==> config.mk <==
export PLATFORM = sky130hd
export DESIGN_NAME = twin_stack_shared_store
export DESIGN_NICKNAME = d
export VERILOG_FILES = /design/src/rtl/tss_pkg.sv /design/src/rtl/tss_ctrl.sv /design/src/rtl/tss_dpath.sv /design/src/rtl/twin_stack_shared_store.sv
export VERILOG_INCLUDE_DIRS = /design/src /design/src/rtl
export SDC_FILE = /design/constraint.sdc
export NUM_CORES = 1
export LEC_CHECK = 0
export BUFFER_PORTS_ARGS = -buffer_cell sky130_fd_sc_hd__clkbuf_2
export CORE_MARGIN = 4
export CORE_UTILIZATION = 58
export CTS_BUF_LIST = sky130_fd_sc_hd__clkbuf_8
export CTS_CLUSTER_SIZE = 8
export DETAILED_ROUTE_END_ITERATION = 12
export PLACE_DENSITY = 0.78
export SETUP_SLACK_MARGIN = 0.3
export SLEW_MARGIN = 20
export SYNTH_ARGS = -nofsm -noshare
export SYNTH_HDL_FRONTEND = slang
export SYNTH_HIERARCHICAL = 1
export SYNTH_SLANG_ARGS = --single-unit
==> constraint.sdc <==
create_clock -name clk -period 5.3 [get_ports clk]
set_input_delay 1.06 -clock clk [delete_from_list [all_inputs] [get_ports clk]]
set_output_delay 1.06 -clock clk [all_outputs]
set_load 0.005 [all_outputs]
==> src/rtl/twin_stack_shared_store_defines.svh <==
// Assertion macros for the twin stack shared store.
// Included by the top level; uses its clk and arst_n signals.
`ifndef TWIN_STACK_SHARED_STORE_DEFINES_SVH
`define TWIN_STACK_SHARED_STORE_DEFINES_SVH

// Same-cycle implication; the consequent may start with a fixed delay.
`define TSS_ASSERT_NOW(lbl, ante, cons, msg) \
	lbl: assert property (@(posedge clk) disable iff (!arst_n) (ante) |-> cons) \
		else $error(msg);

// Next-cycle implication.
`define TSS_ASSERT_NEXT(lbl, ante, cons, msg) \
	lbl: assert property (@(posedge clk) disable iff (!arst_n) (ante) |=> (cons)) \
		else $error(msg);

`endif

==> src/rtl/tss_pkg.sv <==
// Shared types and constants for the twin stack shared store.
// No dependencies; used by the controller, datapath and top level.
`default_nettype none

package tss_pkg;

	// Width of the capacity register and of both stack depth counters.
	localparam int CNT_W = 5;

	// Operation codes carried by func.
	typedef enum logic [1:0] {
		FN_PUSH_LO = 2'd0,
		FN_POP_LO  = 2'd1,
		FN_PUSH_HI = 2'd2,
		FN_POP_HI  = 2'd3
	} tss_func_t;

	// Result status codes.
	typedef enum logic [1:0] {
		STAT_DONE      = 2'd0,
		STAT_OVERFLOW  = 2'd1,
		STAT_UNDERFLOW = 2'd2
	} tss_status_t;

	// Controller states: which of the read stage and output register hold a request.
	typedef enum logic [1:0] {
		TSS_EMPTY = 2'd0,
		TSS_READ  = 2'd1,
		TSS_HOLD  = 2'd2,
		TSS_BOTH  = 2'd3
	} tss_state_t;

	// Commands from the controller to the datapath.
	typedef struct packed {
		logic accept;
		logic advance;
		logic cfg_wr;
	} tss_cmd_t;

endpackage

`default_nettype wire

==> src/rtl/tss_ctrl.sv <==
// Controller for the twin stack shared store: handshakes and stage occupancy.
// Depends on tss_pkg for the state and command types.
`default_nettype none

module tss_ctrl (
	input  wire logic          clk,
	input  wire logic          arst_n,
	input  wire logic          in_valid,
	output logic               in_ready,
	output logic               out_valid,
	input  wire logic          out_ready,
	input  wire logic          cfg_valid,
	output logic               cfg_ready,
	output tss_pkg::tss_cmd_t  cmd
);

	tss_pkg::tss_state_t state_q;
	tss_pkg::tss_state_t state_nx;
	logic s1_occ;
	logic out_occ;
	logic s1_nx;
	logic out_nx;

	// State register.
	always_ff @(posedge clk or negedge arst_n) begin
		if (!arst_n) begin
			state_q <= tss_pkg::TSS_EMPTY;
		end else begin
			state_q <= state_nx;
		end
	end

	// Outputs: decode occupancy and issue handshakes and datapath commands.
	always_comb begin
		s1_occ  = 1'b0;
		out_occ = 1'b0;
		case (state_q)
			tss_pkg::TSS_EMPTY: begin
				s1_occ  = 1'b0;
				out_occ = 1'b0;
			end
			tss_pkg::TSS_READ: begin
				s1_occ  = 1'b1;
				out_occ = 1'b0;
			end
			tss_pkg::TSS_HOLD: begin
				s1_occ  = 1'b0;
				out_occ = 1'b1;
			end
			tss_pkg::TSS_BOTH: begin
				s1_occ  = 1'b1;
				out_occ = 1'b1;
			end
			default: begin
				s1_occ  = 1'b0;
				out_occ = 1'b0;
			end
		endcase
		out_valid   = out_occ;
		cmd.advance = s1_occ && (!out_occ || out_ready);
		in_ready    = !s1_occ || cmd.advance;
		cmd.accept  = in_valid && in_ready;
		cfg_ready   = 1'b1;
		cmd.cfg_wr  = cfg_valid;
	end

	// Next state from the requests entering and leaving each stage.
	always_comb begin
		s1_nx  = cmd.accept || (s1_occ && !cmd.advance);
		out_nx = cmd.advance || (out_occ && !out_ready);
		case ({s1_nx, out_nx})
			2'b00:   state_nx = tss_pkg::TSS_EMPTY;
			2'b10:   state_nx = tss_pkg::TSS_READ;
			2'b01:   state_nx = tss_pkg::TSS_HOLD;
			2'b11:   state_nx = tss_pkg::TSS_BOTH;
			default: state_nx = tss_pkg::TSS_EMPTY;
		endcase
	end

endmodule

`default_nettype wire

==> src/rtl/tss_dpath.sv <==
// Datapath for the twin stack shared store: store, stack counters, result registers.
// Depends on tss_pkg for command, operation and status types.
`default_nettype none

module tss_dpath #(
	parameter int DEPTH     = 16,
	parameter int WORD_BITS = 32
) (
	input  wire logic                        clk,
	input  wire logic                        arst_n,
	input  wire tss_pkg::tss_cmd_t           cmd,
	input  wire logic [1:0]                  func,
	input  wire logic signed [31:0]          push_value,
	input  wire logic [tss_pkg::CNT_W-1:0]   cfg_data,
	output logic [1:0]                       status,
	output logic signed [31:0]               popped_value,
	output logic [tss_pkg::CNT_W-1:0]        depth_one,
	output logic [tss_pkg::CNT_W-1:0]        depth_two
);

	localparam int ADDR_W = $clog2(DEPTH);
	localparam logic [tss_pkg::CNT_W-1:0] CAP_RESET =
		(DEPTH < 16) ? tss_pkg::CNT_W'(DEPTH) : tss_pkg::CNT_W'(16);

	logic [WORD_BITS-1:0] store_mem [DEPTH];

	logic [tss_pkg::CNT_W-1:0] cap_q;
	logic [tss_pkg::CNT_W-1:0] cnt_lo_q;
	logic [tss_pkg::CNT_W-1:0] cnt_hi_q;

	logic [tss_pkg::CNT_W:0]   used;
	logic                      full;
	logic [tss_pkg::CNT_W-1:0] idx;
	logic [ADDR_W-1:0]         addr;
	logic                      wr_en;
	logic                      rd_en;
	logic [tss_pkg::CNT_W-1:0] cnt_lo_nx;
	logic [tss_pkg::CNT_W-1:0] cnt_hi_nx;
	tss_pkg::tss_status_t      stat_nx;

	logic                      pop_ok_s1;
	tss_pkg::tss_status_t      status_s1;
	logic [tss_pkg::CNT_W-1:0] depth_one_s1;
	logic [tss_pkg::CNT_W-1:0] depth_two_s1;
	logic signed [WORD_BITS-1:0] rd_s1;
	logic signed [31:0]        rd_ext;

	tss_pkg::tss_status_t      status_q;
	logic signed [31:0]        popped_q;
	logic [tss_pkg::CNT_W-1:0] depth_one_q;
	logic [tss_pkg::CNT_W-1:0] depth_two_q;

	// Operation decode: status, store address and the new stack depths.
	// Every address used stays below the effective capacity, so below DEPTH.
	always_comb begin
		used      = {1'b0, cnt_lo_q} + {1'b0, cnt_hi_q};
		full      = used >= {1'b0, cap_q};
		stat_nx   = tss_pkg::STAT_DONE;
		idx       = cnt_lo_q;
		wr_en     = 1'b0;
		rd_en     = 1'b0;
		cnt_lo_nx = cnt_lo_q;
		cnt_hi_nx = cnt_hi_q;
		case (tss_pkg::tss_func_t'(func))
			tss_pkg::FN_PUSH_LO: begin
				idx = cnt_lo_q;
				if (full) begin
					stat_nx = tss_pkg::STAT_OVERFLOW;
				end else begin
					wr_en     = 1'b1;
					cnt_lo_nx = cnt_lo_q + 1'b1;
				end
			end
			tss_pkg::FN_POP_LO: begin
				idx = cnt_lo_q - 1'b1;
				if (cnt_lo_q == '0) begin
					stat_nx = tss_pkg::STAT_UNDERFLOW;
				end else begin
					rd_en     = 1'b1;
					cnt_lo_nx = cnt_lo_q - 1'b1;
				end
			end
			tss_pkg::FN_PUSH_HI: begin
				idx = cap_q - 1'b1 - cnt_hi_q;
				if (full) begin
					stat_nx = tss_pkg::STAT_OVERFLOW;
				end else begin
					wr_en     = 1'b1;
					cnt_hi_nx = cnt_hi_q + 1'b1;
				end
			end
			tss_pkg::FN_POP_HI: begin
				idx = cap_q - cnt_hi_q;
				if (cnt_hi_q == '0) begin
					stat_nx = tss_pkg::STAT_UNDERFLOW;
				end else begin
					rd_en     = 1'b1;
					cnt_hi_nx = cnt_hi_q - 1'b1;
				end
			end
			default: begin
				stat_nx = tss_pkg::STAT_DONE;
			end
		endcase
		addr = ADDR_W'(idx);
	end

	// Capacity register and stack counters; a capacity write empties both stacks.
	always_ff @(posedge clk or negedge arst_n) begin
		if (!arst_n) begin
			cap_q    <= CAP_RESET;
			cnt_lo_q <= '0;
			cnt_hi_q <= '0;
		end else if (cmd.cfg_wr) begin
			cap_q    <= (32'(cfg_data) > DEPTH) ? tss_pkg::CNT_W'(DEPTH) : cfg_data;
			cnt_lo_q <= '0;
			cnt_hi_q <= '0;
		end else if (cmd.accept) begin
			cnt_lo_q <= cnt_lo_nx;
			cnt_hi_q <= cnt_hi_nx;
		end
	end

	// Shared store: at most one write or one registered read per request.
	always_ff @(posedge clk) begin
		if (cmd.accept && wr_en) begin
			store_mem[addr] <= WORD_BITS'(push_value);
		end
		if (cmd.accept && rd_en) begin
			rd_s1 <= store_mem[addr];
		end
	end

	// Read stage: result fields waiting for the store read data.
	always_ff @(posedge clk) begin
		if (cmd.accept) begin
			pop_ok_s1    <= rd_en;
			status_s1    <= stat_nx;
			depth_one_s1 <= cnt_lo_nx;
			depth_two_s1 <= cnt_hi_nx;
		end
	end

	// Sign-extend or truncate the stored word to the result width.
	assign rd_ext = 32'(rd_s1);

	// Output register.
	always_ff @(posedge clk) begin
		if (cmd.advance) begin
			status_q    <= status_s1;
			popped_q    <= pop_ok_s1 ? rd_ext : 32'sd0;
			depth_one_q <= depth_one_s1;
			depth_two_q <= depth_two_s1;
		end
	end

	assign status       = status_q;
	assign popped_value = popped_q;
	assign depth_one    = depth_one_q;
	assign depth_two    = depth_two_q;

endmodule

`default_nettype wire

==> src/rtl/twin_stack_shared_store.sv <==
// Two stacks in one shared store: the low stack grows up from entry 0,
// the high stack grows down from entry capacity-1.
//
// Channels: the request channel (in_valid/in_ready) carries func and
// push_value; the result channel (out_valid/out_ready) returns status,
// popped_value and both stack depths, one result per request, in order.
// The config channel (cfg_valid/cfg_ready) writes the capacity register;
// it is always ready, saturates the value to DEPTH and empties both
// stacks. Write it only while no request is in flight.
// A request passes through the read stage, which holds the store access
// with its registered read data, and then through the output register.
// Throughput is one request per cycle while the receiver keeps up, as the
// stack counters update as a request is taken; the next sees them at once.
// When the receiver stalls, the result holds in the output register and
// one more request is taken into the read stage; then in_ready drops.
// Reset clears both stacks, sets the capacity to 16 (or DEPTH if smaller)
// and leaves the store contents undefined.
`default_nettype none
`include "twin_stack_shared_store_defines.svh"

module twin_stack_shared_store #(
	parameter int DEPTH     = 16,
	parameter int WORD_BITS = 32
) (
	input  wire logic                      clk,
	input  wire logic                      arst_n,
	input  wire logic                      in_valid,
	output logic                           in_ready,
	input  wire logic [1:0]                func,
	input  wire logic signed [31:0]        push_value,
	output logic                           out_valid,
	input  wire logic                      out_ready,
	output logic [1:0]                     status,
	output logic signed [31:0]             popped_value,
	output logic [tss_pkg::CNT_W-1:0]      depth_one,
	output logic [tss_pkg::CNT_W-1:0]      depth_two,
	input  wire logic                      cfg_valid,
	output logic                           cfg_ready,
	input  wire logic [tss_pkg::CNT_W-1:0] cfg_data
);

	tss_pkg::tss_cmd_t cmd;

	// Handshake controller.
	tss_ctrl u_ctrl (
		.clk       (clk),
		.arst_n    (arst_n),
		.in_valid  (in_valid),
		.in_ready  (in_ready),
		.out_valid (out_valid),
		.out_ready (out_ready),
		.cfg_valid (cfg_valid),
		.cfg_ready (cfg_ready),
		.cmd       (cmd)
	);

	// Store, counters and result registers.
	tss_dpath #(
		.DEPTH     (DEPTH),
		.WORD_BITS (WORD_BITS)
	) u_dpath (
		.clk          (clk),
		.arst_n       (arst_n),
		.cmd          (cmd),
		.func         (func),
		.push_value   (push_value),
		.cfg_data     (cfg_data),
		.status       (status),
		.popped_value (popped_value),
		.depth_one    (depth_one),
		.depth_two    (depth_two)
	);

	// A taken request has its result on the output once it has passed the read stage and the output register.
	`TSS_ASSERT_NOW(a_result_latency, in_valid && in_ready, ##2 out_valid, "result missing")

	// Refused requests never return a word other than zero.
	`TSS_ASSERT_NOW(a_refused_zero, out_valid && (status != tss_pkg::STAT_DONE), (popped_value == 32'sd0), "refused word")

	// The two stacks together never hold more than the store.
	`TSS_ASSERT_NOW(a_depth_bound, out_valid, ((32'(depth_one) + 32'(depth_two)) <= DEPTH), "depths too big")

	// A stalled result is not lost while a new request waits behind it.
	`TSS_ASSERT_NEXT(a_stall_keeps, out_valid && !out_ready, out_valid, "stalled result dropped")

endmodule

`default_nettype wire
# Yosys cells after proc, flatten, opt, wreduce, memory -nomap -nowiden
# Memory sizes are Yosys's and may differ from the RTL's. A register that Yosys moved wholly into a read port is not among the register bits.
# Index checks and enable logic that the tools add are counted.
# word_totals
regBits,74
mem_bits_rw,512
in_bits,44
out_inout_bits,47
elab_cells,83
n_memories,1
# op_classes
addsub,8
magnitude_cmp,2
n_eq_ne,9
muxes,26
n_reduce_logical,25
# memory_table
memory,depth,word_bits,read_ports,rd_clocked_by_memory_dff,write_ports,line_no,source
u_dpath.store_mem,16,32,1,1,1,tss_dpath.sv:25,logic [WORD_BITS-1:0] store_mem [DEPTH];
# op_table
cell,count
2-to-1 mux 5 bit,9
one-hot mux 5 bit (2 select lines),2
one-hot mux 4 bit (4 select lines),1
"equality test 2 bit, second input constant",6
"adder 5 x 1 -> 5 bit, second input constant",2
logical NOT 5 bit,2
OR reduction 2 bit,5
"subtractor 5 x 1 -> 5 bit, second input constant",2
one-hot mux 2 bit (4 select lines),1
subtractor 4 bit,2
2-to-1 mux 1 bit,7
adder 5 x 5 -> 6 bit,1
"equality test 2 x 1 -> 1 bit, second input constant",3
greater-or-equal comparator 6 x 5 -> 1 bit,1
logical AND 1 bit,6
logical NOT 2 bit,3
one-hot mux 1 bit (2 select lines),3
one-hot mux 2 bit (3 select lines),1
"> comparator 5 bit, second input constant",1
logical NOT 1 bit,4
logical OR 1 bit,4
2-to-1 mux 2 bit,2
"subtractor 4 x 1 -> 4 bit, second input constant",1
nonzero test 2 bit,1

# Depth between registers and ports, before layout
# Gate-level depths: netlist of the first run.
# depth
ltp_word,11
mapped_depth,13
mapped_depth_nobuf,10

# Cells and area by module
# The synthesis of the first run kept the hierarchy.
# by_module_without_submodules
module,instances,cells_per_inst,area_each_um2,seq_area_each_um2
tss_dpath,1,1449,25450.7,18423.9
tss_ctrl,1,12,123.9,50.0

# Least setup slack after synthesis of the first run
# No wires, ideal clock.
# synth_path
kind,flip-flop to flip-flop
startpoint,register u_dpath/cnt_hi_q[0] (netlist bit)
endpoint,memory u_dpath.store_mem[11][0] (enable)
setup_ns,0.468
arrival_ns,4.899
t_required_ns,4.832
path_slack_ns,-0.067
stages_incl_launch_ff,12
n_path_buf,1
period_less_slack_ns,5.367
cell_sequence,dfrtp_1 > ha_1 > fa_1 > a21o_1 > a21oi_1 > xnor2_1 > ha_1 > a211oi_2 > o21a_1 > buf_2 > nand4_1 > nor3b_1
# synth_via
elab_chain_len,7
word_cells_on_any_way,10
classes_between,3 x add/sub; 1 x order compare; 5 x mux; 1 x reduce/logical
# synth_lines
item,line_no,source
"start, declared",tss_dpath.sv:29,logic [tss_pkg::CNT_W-1:0] cnt_hi_q;
"start signal, assigned",tss_dpath.sv:120,cnt_hi_q <= cnt_hi_nx;
adder 5 x 5 -> 6 bit,tss_dpath.sv:56,"used = {1'b0, cnt_lo_q} + {1'b0, cnt_hi_q};"
greater-or-equal comparator 6 x 5 -> 1 bit,tss_dpath.sv:57,"full = used >= {1'b0, cap_q};"
2-to-1 mux 1 bit,"tss_dpath.sv:67, tss_dpath.sv:85",
2-to-1 mux 1 bit,--,
logical AND 1 bit,tss_dpath.sv:126,if (cmd.accept && wr_en) begin
2-to-1 mux 1 bit,tss_dpath.sv:126,
2-to-1 mux 1 bit (not written as such),tss_dpath.sv:127,store_mem[addr] <= WORD_BITS'(push_value);
"end, declared",tss_dpath.sv:25,
# Several ways; a longest one is shown, not always the timed one.

# Worst setup path after layout of the first run
# layout_path
startpoint,register u_dpath/cnt_hi_q[0] (netlist bit)
endpoint,"register u_dpath.rd_s1[8], in the netlist u_dpath/rd_ext[8] (read register of u_dpath.store_mem), data pin"
# layout_via
elab_chain_len,4
word_cells_on_any_way,7
classes_between,2 x add/sub; 3 x mux; 2 x reduce/logical
# layout_lines
item,line_no,source
branches (longest 4 deep; another with subtractor 4 bit),--,
"end, declared",tss_dpath.sv:45,logic signed [WORD_BITS-1:0] rd_s1;
# Parallel ways; which one is timed is not known.
# A chain may end at the register's enable or synchronous reset.

==> impl_metrics.json, run 1 <==
{
  "cp.arrival_ns": 4.71,
  "criticalPathCategory": "reg2reg",
  "p_total_mw": 11.1,
  "clock_latency_ns": 0.66,
  "cp.required_ns": 5.69,
  "post-route-period-util": 0.815,
  "fp.dieH_um": 218,
  "std_cell_rows": 76,
  "finalWirelength_um": 50800,
  "ir_worst_vdd_v": 0.000280,
  "setup_violations": 0,
  "fmax_ghz": 0.231,
  "yosys.area.top_type": "edfxtp_1",
  "antenna_found_initial": 2,
  "post_dp_cell_area_um2": 27000,
  "clkSinkCount": 618,
  "post-place-ws_ns": 0.955,
  "core-area_um2": 43400,
  "post-route-cell-area_um2": 28600,
  "drt_iter0_drc": 1112,
  "synth-edff-count": 601,
  "maxCapViolCount": 0,
  "fin_skew_ns": 0.0320,
  "status": "finished clean",
  "ios": 91,
  "syn-num-nets": 1527,
  "initial_core_util": 0.590,
  "synth_cells": 1461,
  "dr.pass1.iters": 5,
  "synth_most_common_cell": "edfxtp_1",
  "post-route-min-period_ns": 4.32,
  "worst_r2r_endpoint": "u_dpath/rd_ext[8]$_DFFE_PP_",
  "antenna_left": 0,
  "fin_util": 0.661,
  "cts_resized": 0,
  "port_buffers": 89,
  "vias": 13200,
  "maxSlewHeadroom": 0.193,
  "nFillCells": 2953,
  "placed_cells": 2105,
  "cts_hold_buf": 0,
  "synth_top_area_frac": 0.706,
  "rsz0062_at_grt": "false",
  "p_leak_nw": 10.9,
  "die_area_um2": 47500,
  "layout_setup_ws_ns": 0.979,
  "vias_per_cell": 5.83,
  "synth_seq_cells": 618,
  "drcViolationCount": 0,
  "cp_max_fo": 57,
  "seq_area_frac_synth": 0.722,
  "synth_common_cells": "edfxtp_1 (601), mux2i_1 (483), buf_2 (43), and2_1 (37), nor2_1 (26)",
  "wl_per_cell_um": 22.5,
  "cts_tree": "done",
  "synth.area.top_cells": "edfxtp_1 (71%), mux2i_1 (19%), dfrtp_1 (1.6%)",
  "nets": 1684,
  "seq_area_um2": 18500,
  "syn_avg_cell_area_um2": 17.5,
  "gp_congestion": 0.847,
  "r2r-start": "u_dpath/cnt_hi_q[0]$_DFFE_PN0P_",
  "ys.flop_type": "edfxtp_1",
  "grt_pass1_vias": 13300,
  "powerDensity_nw_per_um2": 389,
  "r2r_slack_ns": 0.98,
  "cts_buffers": 96,
  "syn_to_final_growth_pct": 12.0,
  "ctsLongestPathBuffers": 3,
  "min_path_type": "in2async",
  "multi_input_area_um2": 6800,
  "path_clk_slew_ns": 0.07,
  "tns_ns": 0,
  "hpwl_um": 28100,
  "worstMarginPinSlew_ns": 1.21,
  "cp-end-kind": "flip-flop",
  "cts_max_level": 3,
  "ctsRootBufferMaster": "clkbuf_8",
  "die_x_um": 218,
  "drive_gt1_frac": 0.169,
  "r2r_cells": 12,
  "fin_cells": 2263,
  "fin_hold_ws_ns": 0.352,
  "drv_slew": 0,
  "grt_max_degree": 155,
  "startpoint_type": "flip-flop",
  "synth_cell_types": 58,
  "syn_area_um2": 25600,
  "grt_usage": 0.215,
  "overflow": 0,
  "ys_warn_count": 6,
  "grt_pass1_wl_um": 77900,
  "async_reset_ff_frac": 0.0275,
  "final-hold-violation-count": 0,
  "post-cts-setup-buffers": 0
}
==> layer usage <==
layer	up-vias	wire length, µm	part of all wire	global-route usage
met5	-	8	0.00016	0
li1	6003	-	-	-
met1	6704	21800	0.43	0.299
met2	402	25300	0.50	0.358
met4	2	786	0.015	0.0520
met3	72	2910	0.057	0.0401
==> cells by family (layout without fill, tap and decap cells) <==
| group | after synthesis | in the layout | synth area share |
|---|---|---|---|
| AOI/OAI and AO/OA | 76 | 76 | 0.0208 |
| xor gates and xnor gates | 11 | 11 | 0.00377 |
| adders and majority gates | 22 | 22 | 0.0116 |
| buffers and inverters | 100 | 316 | 0.0182 |
| DFF | 618 | 618 | 0.722 |
| muxes | 486 | 486 | 0.191 |
| other | 1 | 2 | 0.000147 |
| and+or+nand+nor | 147 | 147 | 0.0322 |
==> flip-flops by register name, indices dropped and copies added (netlist names) <==
name,cells
u_dpath/depth_two,5
u_dpath/depth_one,5
u_dpath/status,2
u_dpath/pop_ok_s1,1
u_dpath/status_s1,2
u_dpath/depth_two_s1,5
u_ctrl/state_q,2
u_dpath/rd_ext,32
u_dpath/cap_q,5
u_dpath/store_mem,512
u_dpath/depth_one_s1,5
u_dpath/popped_value,32
u_dpath/cnt_lo_q,5
u_dpath/cnt_hi_q,5
==> worst max path at each step <==
stage,startpoint,end,slack [ns],cells past startpoint
floorplan,u_dpath/cnt_hi_q[0]$_DFFE_PN0P_,u_dpath/store_mem[2][0]$_DFFE_PP_,0.85,10
global placement,u_dpath/cnt_hi_q[0]$_DFFE_PN0P_,u_dpath/rd_ext[8]$_DFFE_PP_,1.12,12
detailed placement,u_dpath/cnt_hi_q[0]$_DFFE_PN0P_,u_dpath/rd_ext[8]$_DFFE_PP_,0.95,12
CTS,u_dpath/cnt_hi_q[0]$_DFFE_PN0P_,u_dpath/rd_ext[8]$_DFFE_PP_,0.97,12
global route,u_dpath/cnt_hi_q[0]$_DFFE_PN0P_,u_dpath/rd_ext[7]$_DFFE_PP_,0.77,12
finish,u_dpath/cnt_hi_q[0]$_DFFE_PN0P_,u_dpath/rd_ext[8]$_DFFE_PP_,0.98,12
==> cell type report <==
cell class                      count  share of cell area
Inverter                           20             0.00262
Clock buffer                      100              0.0481
Multi-Input combinational cell    743               0.237
Antenna cell                        1           0.0000874
Tap cell                          585              0.0256
Sequential cell                   618               0.645
Timing Repair Buffer              139              0.0326
Clock inverter                     57             0.00865
==> power by group <==
| part | total, mW | internal (mW) | switching (mW) | leakage (nW) |
|---|---|---|---|---|
| logic | 2.09 | 0.903 | 1.19 | 4.28 |
| registers | 5.61 | 5.56 | 0.0506 | 5.68 |
| clock network | 3.43 | 1.73 | 1.70 | 0.946 |
| total | 11.1 | 8.19 | 2.94 | 10.9 |
==> worst max-delay path: stages, from the launching register on <==
cell	delay, ns
dfrtp_1	0.50
inv_1	0.20
ha_1	0.24
inv_1	0.07
fa_1	0.41
inv_1	0.06
mux4_4	0.34
buf_4	0.75
buf_4	0.77
mux2i_1	0.30
mux2i_1	0.10
mux2i_1	0.18
mux2i_1	0.09
==> layout by cell type, fill, tap and decap left out, types with 8 or more instances in the layout <==
cell      count
o21ai_0       9
clkbuf_8    100
clkinv_1     16
dfrtp_1      16
clkbuf_2     89
a21oi_1      15
nand2_1      22
nor3_1       11
buf_4        41
mux2i_1     482
buf_12        9
nor2_4        8
nor2_1       18
o211ai_1      9
inv_1        51
and2_1       36
nand3_1      10
nand2b_1      8
ha_1         19
edfxtp_1    601
Power figures use the tool's default switching activity.
==> run 2, diff against run 1 <==
--- a/config.mk
+++ b/config.mk
@@ -8,11 +8,11 @@
 export LEC_CHECK = 0
 export BUFFER_PORTS_ARGS = -buffer_cell sky130_fd_sc_hd__clkbuf_2
 export CORE_MARGIN = 4
-export CORE_UTILIZATION = 58
+export CORE_UTILIZATION = 64
 export CTS_BUF_LIST = sky130_fd_sc_hd__clkbuf_8
 export CTS_CLUSTER_SIZE = 8
 export DETAILED_ROUTE_END_ITERATION = 12
-export PLACE_DENSITY = 0.78
+export PLACE_DENSITY = 0.82
 export SETUP_SLACK_MARGIN = 0.3
 export SLEW_MARGIN = 20
 export SYNTH_ARGS = -nofsm -noshare
==> constraint.sdc (replaced) <==
create_clock -name clk -period 4.5 [get_ports clk]
set_input_delay 0.9 -clock clk [delete_from_list [all_inputs] [get_ports clk]]
set_output_delay 0.9 -clock clk [all_outputs]
set_load 0.005 [all_outputs]
==> run 2 against run 1 <==
Non-clock buffer count increased by 10. First-iteration DRC count decreased by 10%. Critical path type unchanged. Highest routed layer is now met4. Die area decreased by 9.0%. Critical path depth decreased by 1. Sequential cell count unchanged. Register-to-register slack got worse by 0.50 ns. Sequential share of layout area increased by 0.10 points. Clock power increased by 15%. Global-route usage increased by 1.9 points. Total power increased by 17%. Sequential power increased by 18%. Utilization increased by 7.1 points. Critical endpoint is now u_dpath/store_mem[1][18]$_DFFE_PP_.
==> impl_metrics.json, run 2 (synthesis results as in run 1) <==
{
  "status": "finished clean",
  "cp.required_ns": 4.78,
  "cts_hold_buf": 0,
  "setup_violations": 0,
  "die_x_um": 208,
  "post-route-cell-area_um2": 28600,
  "cp-end-kind": "flip-flop",
  "port_buffers": 89,
  "antenna_found_initial": 0,
  "r2r_slack_ns": 0.48,
  "grt_usage": 0.234,
  "cp_max_fo": 19,
  "core-area_um2": 39100,
  "worstMarginPinSlew_ns": 0.935,
  "startpoint_type": "flip-flop",
  "cts_tree": "done",
  "gp_congestion": 0.929,
  "post-route-period-util": 0.893,
  "netSwitchingFraction": 0.264,
  "r2r_cells": 11,
  "drcViolationCount": 0,
  "post-route-min-period_ns": 4.02,
  "post_dp_cell_area_um2": 27000,
  "hpwl_um": 29100,
  "fp.dieH_um": 208,
  "final_common_cell": "edfxtp_1",
  "diodes": 0,
  "fin_skew_ns": 0.0243,
  "post-place-ws_ns": 0.458,
  "layout_setup_ws_ns": 0.484,
  "std_cell_rows": 72,
  "r2r-start": "u_dpath/cnt_hi_q[0]$_DFFE_PN0P_",
  "power_frac_clock": 0.302,
  "nFillCells": 2364,
  "worst_path_most_repeated_cell": "ha_1",
  "p_total_mw": 13.0,
  "fin_hold_ws_ns": 0.202,
  "cts_max_level": 3,
  "post-cts-setup-buffers": 0,
  "largest_register_ffs": 512,
  "antenna_left": 0,
  "cp.arrival_ns": 4.30,
  "switching_power_mw": 3.45,
  "fin_cells": 2196,
  "finalWirelength_um": 51300,
  "ctsRootBufferMaster": "clkbuf_8",
  "grt_max_degree": 117,
  "criticalPathCategory": "reg2reg",
  "syn_to_final_growth_pct": 11.8,
  "rsz0062_at_grt": "false",
  "vias_per_cell": 6.04,
  "path_clk_slew_ns": 0.07,
  "startpoint": "u_dpath/cnt_hi_q[0]$_DFFE_PN0P_",
  "ir_worst_vdd_v": 0.000308,
  "maxCapViolCount": 0,
  "critPathMaxStageDelay_ns": 0.66,
  "fmax_ghz": 0.249,
  "min_path_type": "in2async",
  "maxSlewHeadroom": 0.377,
  "drv_slew": 0,
  "nets": 1692,
  "combPwrFrac": 0.192,
  "drive_gt1_frac": 0.172,
  "ctsLongestPathBuffers": 3,
  "clkSinkCount": 618,
  "worst_r2r_endpoint": "u_dpath/store_mem[1][18]$_DFFE_PP_",
  "top_register": "u_dpath/store_mem",
  "final_cell_mix": "edfxtp_1 (601), mux2i_1 (482), clkbuf_8 (97)",
  "clock_latency_ns": 0.64,
  "powerDensity_nw_per_um2": 456,
  "initial_core_util": 0.654,
  "slowest_stage": "or4b_4",
  "tns_ns": 0,
  "placed_cells": 2044,
  "overflow": 0,
  "intPower_mw": 9.58,
  "wl_per_cell_um": 23.3,
  "crit_chain": "ha_1, fa_1, a21o_1, a21oi_1, xnor2_1, ha_1, o21ai_0, o21ai_2, or4b_4, nor3b_4, buf_4",
  "cts_buffers": 94,
  "p_leak_nw": 10.9,
  "final-hold-violation-count": 0,
  "grt_pass1_vias": 13500,
  "fin_util": 0.731,
  "grt_pass1_wl_um": 78200,
  "ios": 91,
  "seq_power_share": 0.506,
  "vias": 13300,
  "cts_resized": 0,
  "drt_iter0_drc": 1000,
  "die_area_um2": 43200,
  "dr.pass1.iters": 7
}
## run 2: changes by cell type in the layout (fill, tap and decap cells not counted), sizes merged
cell | previous run | this run
buf | 50 | 60
clkinv | 21 | 14
clkbuf | 189 | 186
inv | 54 | 56
diode | 1 | 0
clkinvlp | 2 | 1
## run 2: power by group through the flow
stage | registers, mW | clock network (mW) | logic [mW]
finish | 6.60 | 3.94 | 2.50
global route | 6.61 | 4.31 | 2.66
CTS | 6.60 | 4.03 | 2.49
detailed placement | 6.71 | 0 | 2.48
global placement | 6.71 | 0 | 2.42
floorplan | 6.71 | 0 | 1.84
## run 2: area by class of cell
cell class / instances / area [µm²] / share of cell area
Tap cell: 518 / 648 / 0.0227
Clock inverter: 51 / 229 / 0.00801
Multi-Input combinational cell: 743 / 6800 / 0.238
Timing Repair Buffer: 149 / 1030 / 0.0361
Clock buffer: 97 / 1340 / 0.0467
Inverter: 20 / 75.1 / 0.00263
Sequential cell: 618 / 18500 / 0.646
## run 2: layer usage
layer	up-vias	track usage	wire (µm)
met4	0	0.0634	898
met1	6699	0.325	21700
li1	6002	-	-
met5	-	0	0
met3	82	0.0484	3720
met2	485	0.385	25000
## run 2: critical path: cells and delay by family (launching register included)
kind,cells,cell delay (ns)
adder cells (fa/ha/maj),3,0.93
buffers and inverters,1,0.39
flip-flops,1,0.46
AO/OA/AOI/OAI,4,0.83
AND/OR/NAND/NOR,2,0.89
XOR/XNOR,1,0.16
## run 2: worst max path at each step
stage | end | slack [ns] | depth (start not counted)
4_1_cts | u_dpath/store_mem[3][16]$_DFFE_PP_ | 0.43 | 11
6_report | u_dpath/store_mem[1][18]$_DFFE_PP_ | 0.48 | 11
5_1_grt | u_dpath/store_mem[13][19]$_DFFE_PP_ | 0.33 | 12
3_3_place_gp | u_dpath/store_mem[3][17]$_DFFE_PP_ | 0.56 | 11
2_1_floorplan | u_dpath/store_mem[2][0]$_DFFE_PP_ | 0.05 | 10
3_5_place_dp | u_dpath/store_mem[3][17]$_DFFE_PP_ | 0.46 | 11
==> run 3, diff against run 2 <==
--- a/config.mk
+++ b/config.mk
@@ -7,9 +7,10 @@
 export NUM_CORES = 1
 export LEC_CHECK = 0
 export BUFFER_PORTS_ARGS = -buffer_cell sky130_fd_sc_hd__clkbuf_2
+export CAP_MARGIN = 20
 export CORE_MARGIN = 4
 export CORE_UTILIZATION = 64
-export CTS_BUF_LIST = sky130_fd_sc_hd__clkbuf_8
+export CTS_BUF_LIST = sky130_fd_sc_hd__clkbuf_4 sky130_fd_sc_hd__clkbuf_8
 export CTS_CLUSTER_SIZE = 8
 export DETAILED_ROUTE_END_ITERATION = 12
 export PLACE_DENSITY = 0.82
==> constraint.sdc (replaced) <==
create_clock -name clk -period 4.1 [get_ports clk]
set_input_delay 0.82 -clock clk [delete_from_list [all_inputs] [get_ports clk]]
set_output_delay 0.82 -clock clk [all_outputs]
set_load 0.005 [all_outputs]
==> run 3 against run 2 <==
Die area unchanged. Count of clock-buffer cells in the layout up 44. Clock skew about the same. Total power up 15%. Wire length up 3.5%. Clock power up 25%. Sequential share of layout area down 1.2 points. Sequential cell count unchanged. Critical endpoint is now u_dpath/store_mem[1][28]$_DFFE_PP_. Register-to-register slack worse by 0.09 ns. Cell count up 1.1%. Maximum frequency up 8.3%. Cell area up 1.9%.
==> impl_metrics.json, run 3 (synthesis results as in run 1) <==
{
  "port_buffers": 89,
  "critPathMaxStageDelay_ns": 0.67,
  "drt_iter0_drc": 1095,
  "drcViolationCount": 0,
  "p_total_mw": 15.0,
  "path_clk_slew_ns": 0.06,
  "powerDensity_nw_per_um2": 514,
  "r2r_cells": 11,
  "drive_gt1_frac": 0.209,
  "clkSinkCount": 618,
  "crit_chain": "inv_1, ha_1, inv_1, fa_1, inv_1, mux4_4, nor2_2, or4b_4, nor3b_4, buf_4, buf_6",
  "gp_congestion": 0.858,
  "rsz0062_at_grt": "false",
  "finalWirelength_um": 53100,
  "std_cell_rows": 72,
  "cts_max_level": 3,
  "antenna_left": 0,
  "grt-busiest-layer": "met2",
  "fp.dieH_um": 208,
  "cp-end-kind": "flip-flop",
  "maxSlewHeadroom": 0.460,
  "syn_to_final_growth_pct": 14.0,
  "vias": 13500,
  "post_dp_cell_area_um2": 27200,
  "nets": 1703,
  "final-hold-violation-count": 0,
  "fin_hold_ws_ns": 0.117,
  "overflow": 0,
  "slowest_stage": "mux4_4",
  "layout_setup_ws_ns": 0.392,
  "final_common_cell": "edfxtp_1",
  "worst_r2r_endpoint": "u_dpath/store_mem[1][28]$_DFFE_PP_",
  "post-route-period-util": 0.904,
  "wl_per_cell_um": 23.9,
  "dr.pass1.iters": 5,
  "top_register": "u_dpath/store_mem",
  "grt_max_degree": 97,
  "cp.required_ns": 4.46,
  "die_x_um": 208,
  "fin_cells": 2221,
  "status": "finished clean",
  "criticalPathCategory": "reg2reg",
  "ctsRootBufferMaster": "clkbuf_8",
  "antenna_found_initial": 3,
  "cts_hold_buf": 0,
  "cts_buffers": 96,
  "worst_path_most_repeated_cell": "inv_1",
  "worstMarginPinSlew_ns": 0.810,
  "cp_top_family": "simple AND/OR/NAND/NOR gates",
  "post-place-ws_ns": 0.252,
  "critPathBufInv": 5,
  "grt_util_met3": 0.0447,
  "min_path_type": "in2async",
  "clock_latency_ns": 0.66,
  "initial_core_util": 0.654,
  "grt_usage": 0.242,
  "hpwl_um": 28900,
  "r2r-start": "u_dpath/cnt_hi_q[0]$_DFFE_PN0P_",
  "cts_tree": "done",
  "drv_slew": 0,
  "setup_violations": 0,
  "p_leak_nw": 11.1,
  "post-route-min-period_ns": 3.71,
  "tns_ns": 0,
  "startpoint_type": "flip-flop",
  "core-area_um2": 39100,
  "largest_register_ffs": 512,
  "r2r_slack_ns": 0.39,
  "ios": 91,
  "fin_util": 0.746,
  "cp_max_fo": 8,
  "grt_pass1_vias": 13600,
  "ctsLongestPathBuffers": 3,
  "maxCapViolCount": 0,
  "vias_per_cell": 6.07,
  "die_area_um2": 43200,
  "met1_usage": 0.344,
  "fmax_ghz": 0.270,
  "placed_cells": 2048,
  "ir_worst_vdd_v": 0.000383,
  "met2_usage": 0.390,
  "post-route-cell-area_um2": 29100,
  "grt_pass1_wl_um": 80000,
  "final_cell_mix": "edfxtp_1 (601), mux2i_1 (482), clkbuf_8 (101)",
  "cp.arrival_ns": 4.07,
  "fin_skew_ns": 0.0239
}
==> run 3: changes by cell type in the layout (fill, tap and decap cells not counted), sizes merged, moves of 2 or more <==
| cell | change |
|---|---|
| clkinv | +3 |
| clkbuf | +44 |
| diode | +2 |
| inv | -34 |
| buf | +8 |
==> run 3: cell type report <==
type | instances | area, µm²
Clock buffer | 141 | 1690
Fill cell | 2297 | 9950
Multi-Input combinational cell | 743 | 6840
Clock inverter | 21 | 143
Antenna cell | 2 | 5.00
Sequential cell | 618 | 18500
Timing Repair Buffer | 158 | 1270
Inverter | 20 | 75.1
Tap cell | 518 | 648
==> run 3: worst max path at each step <==
| stage | start | end | slack [ns] | cells past startpoint |
|---|---|---|---|---|
| 6_report | u_dpath/cnt_hi_q[0]$_DFFE_PN0P_ | u_dpath/store_mem[1][28]$_DFFE_PP_ | 0.39 | 11 |
| 5_1_grt | u_dpath/cnt_hi_q[0]$_DFFE_PN0P_ | u_dpath/store_mem[1][22]$_DFFE_PP_ | 0.29 | 11 |
| 4_1_cts | u_dpath/cnt_hi_q[1]$_DFFE_PN0P_ | u_dpath/store_mem[11][21]$_DFFE_PP_ | 0.34 | 10 |
| 3_5_place_dp | u_dpath/cnt_hi_q[0]$_DFFE_PN0P_ | u_dpath/rd_ext[8]$_DFFE_PP_ | 0.25 | 12 |
| 3_3_place_gp | u_dpath/cnt_hi_q[0]$_DFFE_PN0P_ | u_dpath/rd_ext[6]$_DFFE_PP_ | 0.35 | 12 |
| 2_1_floorplan | u_dpath/cnt_hi_q[0]$_DFFE_PN0P_ | u_dpath/store_mem[3][0]$_DFFE_PP_ | 0.25 | 8 |
==> run 3: timing repair <==
item,4_1_cts,5_1_grt
cloned,1,1
endpoints found under the setup margin,8,249
pin swaps,0,1
resized for setup,1,9
setup buffers,0,7
==> run 3: report_power, final <==
part | leakage (nW) | switching, mW | internal [mW]
clock network | 0.983 | 2.25 | 2.69
logic | 4.42 | 1.57 | 1.22
registers | 5.68 | 0.0667 | 7.19
==> run 3: routing by layer <==
metal | wire, µm | share of wire
met3 | 3650 | 0.069
met2 | 25900 | 0.49
met4 | 1110 | 0.021
met5 | 0 | 0
met1 | 22400 | 0.42
